--- src/hw/rtl/dld_pkg.sv ---
// Package for the Damerau-Levenshtein distance block.
// It holds the sizes, the word types, the controller state type and the control bundles.
// It depends on nothing else.
`timescale 1ns / 1ps
`default_nettype none
package dld_pkg;
   localparam int MAX_LEN       = 64;
   localparam int ALPHABET_SIZE = 256;
   localparam int CHAR_W        = 8;
   localparam int SYM_W         = $clog2(ALPHABET_SIZE);
   localparam int LEN_W         = $clog2(MAX_LEN + 1);
   localparam int IDX_W         = $clog2(MAX_LEN);
   localparam int CELL_W        = $clog2(2 * MAX_LEN + 1);
   localparam int CALC_W        = CELL_W + 2;
   localparam int MAT_AW        = 2 * IDX_W;
   localparam int MAT_DEPTH     = MAX_LEN * MAX_LEN;

   localparam logic [1:0] FUNC_APPEND_A = 2'd0;
   localparam logic [1:0] FUNC_APPEND_B = 2'd1;
   localparam logic [1:0] FUNC_COMPUTE  = 2'd2;

   typedef struct packed {
      logic [1:0]        func;
      logic [CHAR_W-1:0] ch;
   } req_type;

   typedef struct packed {
      logic [7:0] distance;
      logic       overflow;
   } rsp_type;

   typedef enum logic [2:0] {
      ST_IDLE,
      ST_ROWA,
      ST_STR,
      ST_ROW,
      ST_MAT,
      ST_CAL,
      ST_DONE
   } state_type;

   typedef struct packed {
      logic append_a;
      logic append_b;
      logic start;
      logic row_start;
      logic rd_str;
      logic rd_row;
      logic rd_mat;
      logic calc;
      logic publish;
   } cmd_type;

   typedef struct packed {
      logic empty;
      logic col_end;
      logic row_end;
      logic rsp_busy;
   } sts_type;
endpackage
`default_nettype wire

--- src/hw/rtl/dld_ctrl.sv ---
// Controller state machine of the distance block: it sequences appends and the cell walk.
// It depends on dld_pkg.
`timescale 1ns / 1ps
`default_nettype none
module dld_ctrl (
   input  wire logic            clock,
   input  wire logic            reset,
   input  wire logic            req_valid,
   input  wire logic [1:0]      req_func,
   input  wire dld_pkg::sts_type sts,
   output dld_pkg::cmd_type     cmd,
   output logic                 req_stall
);
   dld_pkg::state_type state_ff, state_in;

   always_ff @(posedge clock) begin
      if (reset) begin
         state_ff <= dld_pkg::ST_IDLE;
      end else begin
         state_ff <= state_in;
      end
   end

   always_comb begin
      state_in = state_ff;
      unique case (state_ff)
         dld_pkg::ST_IDLE: begin
            if (req_valid && req_func == dld_pkg::FUNC_COMPUTE) begin
               state_in = sts.empty ? dld_pkg::ST_DONE : dld_pkg::ST_ROWA;
            end
         end
         dld_pkg::ST_ROWA: state_in = dld_pkg::ST_STR;
         dld_pkg::ST_STR:  state_in = dld_pkg::ST_ROW;
         dld_pkg::ST_ROW:  state_in = dld_pkg::ST_MAT;
         dld_pkg::ST_MAT:  state_in = dld_pkg::ST_CAL;
         dld_pkg::ST_CAL: begin
            if (!sts.col_end) begin
               state_in = dld_pkg::ST_STR;
            end else if (sts.row_end) begin
               state_in = dld_pkg::ST_DONE;
            end else begin
               state_in = dld_pkg::ST_ROWA;
            end
         end
         dld_pkg::ST_DONE: begin
            if (!sts.rsp_busy) begin
               state_in = dld_pkg::ST_IDLE;
            end
         end
         default: state_in = dld_pkg::ST_IDLE;
      endcase
   end

   always_comb begin
      cmd       = '0;
      req_stall = 1'b1;
      unique case (state_ff)
         dld_pkg::ST_IDLE: begin
            req_stall    = 1'b0;
            cmd.append_a = req_valid && req_func == dld_pkg::FUNC_APPEND_A;
            cmd.append_b = req_valid && req_func == dld_pkg::FUNC_APPEND_B;
            cmd.start    = req_valid && req_func == dld_pkg::FUNC_COMPUTE;
         end
         dld_pkg::ST_ROWA: cmd.row_start = 1'b1;
         dld_pkg::ST_STR:  cmd.rd_str    = 1'b1;
         dld_pkg::ST_ROW:  cmd.rd_row    = 1'b1;
         dld_pkg::ST_MAT:  cmd.rd_mat    = 1'b1;
         dld_pkg::ST_CAL:  cmd.calc      = 1'b1;
         dld_pkg::ST_DONE: cmd.publish   = !sts.rsp_busy;
         default: cmd = '0;
      endcase
   end
endmodule
`default_nettype wire

--- config.mk ---
export PLATFORM = sky130hd
export DESIGN_NAME = dld_ctrl
export DESIGN_NICKNAME = d
export VERILOG_FILES = /design/src/hw/rtl/dld_pkg.sv /design/src/hw/rtl/dld_ctrl.sv
export SDC_FILE = /design/constraint.sdc
export NUM_CORES = 1
export LEC_CHECK = 0
export BUFFER_PORTS_ARGS = -buffer_cell sky130_fd_sc_hd__buf_4
export CORE_AREA = 2 2 39 41
export CTS_CLUSTER_SIZE = 28
export DETAILED_ROUTE_END_ITERATION = 16
export DIE_AREA = 0 0 41 43
export MAX_ROUTING_LAYER = met4
export PLACE_DENSITY_LB_ADDON = 0.12
export SLEW_MARGIN = 30
export SYNTH_ARGS = -nofsm -noshare
export SYNTH_HDL_FRONTEND = slang
export SYNTH_SLANG_ARGS = --single-unit
--- constraint.sdc ---
create_clock -name clock -period 1.4 [get_ports clock]
set_input_delay 0 -clock clock [delete_from_list [all_inputs] [get_ports clock]]
set_output_delay 0 -clock clock [all_outputs]
set_load 0.02 [all_outputs]
After elaboration in Yosys (flattened, before gate mapping)

Index checks and enable logic that the tools add are counted.

Equality and inequality tests: 10
Mux-type cells: 14
Reductions and logical operators: 7

Operators with widths:

| kind                                                | number |
|---|---|
| one-hot mux 3 bit (7 select lines)                  | 1 |
| 2-to-1 mux 3 bit                                    | 6 |
| equality test 3 bit, second input constant          | 3 |
| 2-to-1 mux 1 bit                                    | 7 |
| equality test 3 x 2 -> 1 bit, second input constant | 2 |
| != test 2 bit, second input constant                | 2 |
| equality test 3 x 1 -> 1 bit, second input constant | 1 |
| logical AND 1 bit                                   | 3 |
| zero test 3 bit                                     | 1 |
| equality test 2 x 1 -> 1 bit, second input constant | 1 |
| equality test 2 bit, second input constant          | 1 |
| zero test 2 bit                                     | 1 |
| AND reduction 2 bit                                 | 1 |
| zero test 1 bit                                     | 1 |

Register bits: 3
Input bits: 9
Output and inout port bits: 10
Word-level logic and storage cells: 32

Longest topological paths before layout

Gate-level depths: netlist (run 1).

Depth after elaboration: 4
Depth in mapped cells: 4
Depth with buffers taken out: 3

Least setup slack after synthesis (run 1)

No wires, ideal clock.

Kind: flip-flop to output port
Start point: register state_ff[1]
End point: output cmd[8] (netlist bit)
Arrival: 1302 ps
Required time: 1400 ps
Setup slack: 98 ps
Stages on the path, launching flop included: 4
Path buffers: 0
Cells stage by stage: dfxtp_1 nor3_1 inv_1 nor4b_2

RTL lines:

| element                | RTL line       | source |
|---|---|---|
| from (decl)            | dld_ctrl.sv:14 | `dld_pkg::state_type state_ff, state_in;` |
| from (signal assigned) | dld_ctrl.sv:18 | `state_ff <= dld_pkg::ST_IDLE;` |
| from (signal assigned) | dld_ctrl.sv:20 | `state_ff <= state_in;` |
| to (decl)              | dld_ctrl.sv:11 | `output dld_pkg::cmd_type cmd,` |

==> run_results.csv, run 1 <==
group,metric,value,unit
run_status,outcome,"finished, final reports clean",
timing,relSlewSlack,0.851,
die,rows,14,
placed_design,dp_hpwl,681,um
global_routing,gr-total-overflow,0,
global_routing,grt_first_pass_wirelength,1480,um
cells_and_area,nets,67,
flow_run,maxCapViolations,0,
power,power_leakage,0.251,nW
detailed_routing,vias,357,
worst_setup_path,worstPathCellList,"nor3_4 -> inv_2 -> nor4b_2 -> buf_4",
clocking,clk_pin_slew_worst_paths,0.04,ns
worst_setup_path,crit_family,"simple AND/OR/NAND/NOR gates",
clocking,clock_sinks,3,
global_routing,grt_pass1_vias,355,
worst_setup_path,r2r_cells,4,
detailed_routing,routedWlPerCell,12.7,um
synth,synthAdderAreaFrac,0,
cells_and_area,drive_gt1_frac,0.632,
worst_setup_path,crit_fanout,11,
placed_design,io_buffers,18,
min_path,min_path_cells,3,
timing,setup_viol,0,
clocking,clk_latency,0.23,ns
detailed_routing,drc,0,
timing,hold_viol,0,
clocking,clockBufferDepth,2,
detailed_routing,firstDrtPassIters,2,
synth,synth_top_family_by_area,"simple AND/OR/NAND/NOR gates",
synth,synth_simple_gate_area_frac,0.413,
worst_setup_path,cp_slowest_cell,"dfxtp_4",
global_routing,grt.total_usage,0.125,
synth,synth_seq_cells,3,
worst_setup_path,path_buf_inv,2,
power,peakVddDrop,0.360,mV
detailed_routing,viasPerCell,4.89,
synth,synth.area.mux_share,0,
die,dieWidth,41,um
placed_design,gp_congestion,0.743,
synth,synth_area,318,um2
synth,ys_seq_area_frac,0.189,
cells_and_area,area_growth,63.4,%
synth,synth_cells,34,
clocking,numCtsBuffers,3,
die,dieArea,1760,um2
worst_setup_path,worstReg2RegStart,"state_ff[0]",
synth,yosysWarnings,0,
detailed_routing,first_iter_violations,3,
timing,rsz0062_at_grt,"no",
cells_and_area,top_register,"state_ff",
timing,slew_viol_final,0,
cells_and_area,num_antenna_cells,0,
synth,synth_cell_type_count,25,
synth,synthXorXnorAreaFrac,0,
clocking,cts_tree,"yes",
worst_setup_path,r2r_end,"state_ff[2]",
worst_setup_path,start_kind,"flop",
die,core,1380,um2
worst_setup_path,worstPathRequired,1.40,ns
worst_setup_path,critPathArrivalTime,1.31,ns
min_path,whs_endpoint,"state_ff[0]",
min_path,hp-start,"sts[1]",
die,die_h,43,um
global_routing,antenna_found_initial,0,
cells_and_area,final_util,0.375,
clocking,cts_max_level,1,
worst_setup_path,max_stage_delay,0.38,ns
worst_setup_path,crit_type,"flop to output port",
timing,clock.fmax,763,MHz
timing,post-route-period-util,0.936,
cells_and_area,stdcell_count,73,
detailed_routing,drt_wl_total,926,um
clocking,clock-root-buffer,"clkbuf_4",
synth,synth-compound-area-share,0.280,
worst_setup_path,critPathCaptureType,"output port",
timing,worst_pin_slew,0.224,ns
power,powerDensity,1010,nW/um2
timing,skew,0.0000317,ns
synth,avgSynthCellArea,9.35,um2
timing,fin_crit,1.31,ns
min_path,hp-class,"primary input to flop",
placed_design,dpl.cell_count,67,
die,io_pins,19,
die,start_util,0.230,
synth,synthesis.nets,43,
detailed_routing,final_antenna_net_count,0,
cells_and_area,reg_top3,"state_ff: 3 flops",
global_routing,grt_max_degree,13,
timing,fin_setup_tns,0,ns
cells_and_area,largest_reg_flops,3,
worst_setup_path,r2r_slack,0.17,ns
==> cell type report <==
cell class / count / area, um2
Timing Repair Buffer: 22 / 168
Multi-Input combinational cell: 26 / 231
Inverter: 2 / 7.51
Fill cell: 158 / 865
Tap cell: 16 / 20.0
Clock buffer: 4 / 26.3
Sequential cell: 3 / 66.3
==> routing by layer <==
metal  vias to the layer above  GRT usage  wire [um]
li1                        179          -          -
met1                       171      0.131        347
met2                         7      0.206        538
met3                         0     0.0157         39
met4                         0     0.0800          0
met5                         -          -          0
==> per-stage QoR <==
| stage | setup WS (ns) | cell area (um2) | hold WS (ns) | total power [W] |
|---|---|---|---|---|
| floorplan | 0.0983 | 318 | 0.0527 | 0.000267 |
| global placement | 0.188 | 458 | 0.197 | 0.000334 |
| detailed placement | 0.116 | 458 | 0.197 | 0.000344 |
| CTS | 0.00143 | 508 | 0.102 | 0.000524 |
| global route | 0.0203 | 519 | 0.128 | 0.000564 |
| finish | 0.0900 | 519 | 0.104 | 0.000527 |
==> synth_stat cells <==
| library cell | number | share of area |
|---|---|---|
| a21o_1 | 1 | 0.024 |
| and4bb_2 | 1 | 0.039 |
| o21ba_1 | 1 | 0.031 |
| dfxtp_1 | 3 | 0.19 |
| o211ai_1 | 1 | 0.024 |
| inv_1 | 2 | 0.024 |
| a211oi_1 | 1 | 0.024 |
| buf_6 | 2 | 0.071 |
| nor2_1 | 1 | 0.012 |
| nor4b_2 | 1 | 0.047 |
| o22ai_1 | 1 | 0.020 |
| nor2b_4 | 1 | 0.043 |
| o21bai_1 | 1 | 0.024 |
| and3b_2 | 2 | 0.063 |
| nor3_1 | 1 | 0.016 |
| nand3b_1 | 2 | 0.047 |
| nand3_1 | 1 | 0.016 |
| a21oi_1 | 2 | 0.031 |
| nor3b_1 | 3 | 0.071 |
| o31ai_1 | 1 | 0.024 |
| and4b_1 | 1 | 0.031 |
| a221oi_2 | 1 | 0.047 |
| nand4b_1 | 1 | 0.028 |
| buf_4 | 1 | 0.024 |
| a22o_2 | 1 | 0.031 |
==> layout by cell type, fill, tap and decap left out <==
cell	n
o21bai_1	1
and4b_1	1
nor3_4	1
dfxtp_2	2
nor2_1	1
dlygate4sd3_1	1
nand3b_1	2
a22o_2	1
a21oi_1	2
o31ai_1	1
nor3b_1	3
clkbuf_1	1
a21o_1	1
o22ai_1	1
and3b_2	2
o21ba_1	1
buf_4	21
clkbuf_4	3
inv_1	1
nand3_1	1
inv_2	1
nor2b_4	1
nor4b_2	1
a221oi_2	1
nand4b_1	1
dfxtp_4	1
a211oi_1	1
o211ai_1	1
and4bb_2	1
==> power breakdown <==
group	switching (W)	leakage [nW]	internal [W]	total (W)
clock network	0.0000423	0.0150	0.000107	0.000149
logic	0.000113	0.210	0.000129	0.000242
registers	0.0000353	0.0261	0.000100	0.000136
==> worst reg2reg max path: stages (launching register included) <==
cell and delay, ns:
dfxtp_2 0.45, nor3_4 0.06, buf_4 0.13, a22o_2 0.23, a221oi_2 0.26
==> what timing repair did <==
| action | CTS | global route |
|---|---|---|
| hold endpoints to repair | 1 | 0 |
| gates resized for setup | 2 | 5 |
| hold buffers | 1 | 0 |
| cloned | 0 | 0 |
| endpoints found under the setup margin | 1 | 4 |
| setup buffers | 1 | 0 |
| pin swaps | 1 | 1 |
==> worst max path at each step <==
stage | from | to | slack, ns | cells after the start
6_report | state_ff[2] | cmd[8] | 0.09 | 4
5_1_grt | state_ff[2] | cmd[8] | 0.02 | 4
4_1_cts | state_ff[1] | cmd[8] | 0.001 | 4
3_5_place_dp | state_ff[0] | cmd[8] | 0.12 | 4
3_3_place_gp | state_ff[0] | cmd[8] | 0.19 | 4
2_1_floorplan | state_ff[1] | cmd[8] | 0.1 | 3
==> logic make-up (layout without fill, tap and decap cells) <==
family / after synthesis / after routing
AO/OA/AOI/OAI: 11 / 11
buffers and inverters: 5 / 28
flip-flops: 3 / 3
AND/OR/NAND/NOR: 15 / 15
Power figures use the tool's default switching activity.
==> run 2: changes to the inputs <==
--- a/config.mk
+++ b/config.mk
@@ -12,6 +12,7 @@
 export DIE_AREA = 0 0 41 43
 export MAX_ROUTING_LAYER = met4
 export PLACE_DENSITY_LB_ADDON = 0.12
+export SETUP_SLACK_MARGIN = 0.3
 export SLEW_MARGIN = 30
 export SYNTH_ARGS = -nofsm -noshare
 export SYNTH_HDL_FRONTEND = slang
==> run 2 against run 1 <==
  * Core utilization is 7.3 points higher
  * Count of clock-buffer cells in the layout stayed put
  * Wire length is 7.0% higher
  * Critical path depth did not move
  * Sequential share of layout area is 1.3 points lower
  * Worst hold slack better by 0.0069 ns
  * Sequential power is 13% lower
==> run_results.csv, run 2 (synthesized netlist as in run 1, its figures left out) <==
group,metric,value,unit
clocking,cts_max_level,1,
die,dieWidth,41,um
clocking,clockBufferDepth,2,
cells_and_area,largest_reg_flops,3,
worst_setup_path,worstReg2RegStart,"state_ff[2]",
timing,setup_viol,0,
timing,fin_crit,1.25,ns
clocking,clk_pin_slew_worst_paths,0.04,ns
global_routing,grt_max_degree,15,
power,sw_frac_of_total,0.369,
die,core,1380,um2
detailed_routing,routedWlPerCell,12.9,um
cells_and_area,area_growth,95.3,%
timing,fin_hold_ws,0.111,ns
cells_and_area,top_register,"state_ff",
die,io_pins,19,
die,dieArea,1760,um2
timing,slew_viol_final,0,
power,peakVddDrop,0.384,mV
cells_and_area,fillCellCount,140,
placed_design,gp_congestion,0.791,
min_path,hp-start,"sts[1]",
timing,clock.fmax,802,MHz
clocking,numCtsBuffers,3,
placed_design,dp_hpwl,582,um
worst_setup_path,crit_fanout,2,
worst_setup_path,r2r_slack,0.21,ns
global_routing,grt_first_pass_wirelength,1470,um
detailed_routing,first_iter_violations,11,
die,die_h,43,um
power,powerDensity,990,nW/um2
timing,relSlewSlack,0.806,
power,clockPowerShare,0.254,
worst_setup_path,worstPathRequired,1.40,ns
worst_setup_path,crit_type,"flop to output port",
clocking,clk_latency,0.24,ns
global_routing,gr-total-overflow,0,
timing,post-route-period-util,0.890,
cells_and_area,final_cell_mix,"buf_4, buf_6, nor3b_2, clkbuf_4, dfxtp_4",
cells_and_area,nets,71,
flow_run,maxCapViolations,0,
detailed_routing,drt_wl_total,991,um
timing,worst_pin_slew,0.289,ns
cells_and_area,mostFrequentLayoutCell,"buf_4",
global_routing,grt_pass1_vias,346,
worst_setup_path,critPathArrivalTime,1.25,ns
detailed_routing,final_antenna_net_count,0,
die,rows,14,
placed_design,placed_cell_area,464,um2
clocking,clock-root-buffer,"clkbuf_4",
cells_and_area,reg_top3,"state_ff: 3 flops",
worst_setup_path,critPathCaptureType,"output port",
cells_and_area,num_antenna_cells,0,
cells_and_area,fin_area,621,um2
global_routing,antenna_found_initial,0,
power,switching_power,0.000227,W
timing,rsz0062_at_grt,"yes",
timing,fin_setup_tns,0,ns
min_path,hp-class,"primary input to flop",
cells_and_area,drive_gt1_frac,0.738,
detailed_routing,vias,384,
run_status,outcome,"finished, final reports clean",
clocking,cts_tree,"yes",
timing,skew,0.00207,ns
cells_and_area,final_util,0.448,
detailed_routing,firstDrtPassIters,4,
clocking,clock_sinks,3,
power,power_frac_seq,0.192,
worst_setup_path,start_kind,"flop",
placed_design,dpl.cell_count,66,
timing,hold_viol,0,
die,start_util,0.230,
power,intPower,0.000388,W
global_routing,grt.total_usage,0.130,
detailed_routing,viasPerCell,4.99,
placed_design,io_buffers,18,
power,combPwrFrac,0.554,
worst_setup_path,critPathLaunch,"state_ff[2]",
power,power_leakage,0.294,nW
cells_and_area,stdcell_count,77,
detailed_routing,drc,0,
-- run 2: worst max-delay path, stage by stage (launching register included) --
cell and delay, ns:
dfxtp_4 0.34, nor3_4 0.19, buf_4 0.14, and4b_1 0.21, buf_6 0.12
-- run 2: final timing paths --
check,to,cells past startpoint
setup / recovery,cmd[7],4
hold / removal,state_ff[0],3
setup reg to reg,state_ff[2],4
hold reg to reg,state_ff[0],2
-- run 2: final cells by class --
| type | instances | area [um2] | area share |
|---|---|---|---|
| clock buffers | 4 | 26.3 | 0.0423 |
| inverters | 2 | 7.51 | 0.0121 |
| multi-input cells | 26 | 275 | 0.444 |
| flip-flops and latches | 3 | 71.3 | 0.115 |
| well taps | 16 | 20.0 | 0.0323 |
| repair buffers | 26 | 220 | 0.355 |
-- run 2: layer usage --
layer / track usage / vias to the layer above / routed length [um]
met5: - / - / 0
met4: 0.0800 / 0 / 16
met3: 0.0471 / 2 / 52
met2: 0.206 / 15 / 581
met1: 0.128 / 181 / 341
li1: - / 186 / -
-- run 2: timing repair --
action                                  CTS  global route
endpoints found under the setup margin   13            13
hold buffers                              1             0
pin swaps                                 5             1
setup buffers                             6             0
resized for setup                        17             3
endpoints found under the hold margin     2             0
-- run 2: power by group through the flow --
stage | Clock, W | Sequential (W) | Combinational, W
finish | 0.000156 | 0.000118 | 0.000340
global route | 0.000170 | 0.000120 | 0.000364
CTS | 0.000157 | 0.000117 | 0.000320
detailed placement | 0 | 0.000131 | 0.000215
global placement | 0 | 0.000130 | 0.000214
floorplan | 0 | 0.000111 | 0.000168
-- run 2: through the flow --
step / setup slack, ns / total power, W
4_1_cts: 0.173 / 0.000593
5_1_grt: 0.0942 / 0.000655
3_3_place_gp: 0.134 / 0.000344
2_1_floorplan: 0.306 / 0.000279
3_5_place_dp: 0.0986 / 0.000347
6_report: 0.154 / 0.000614
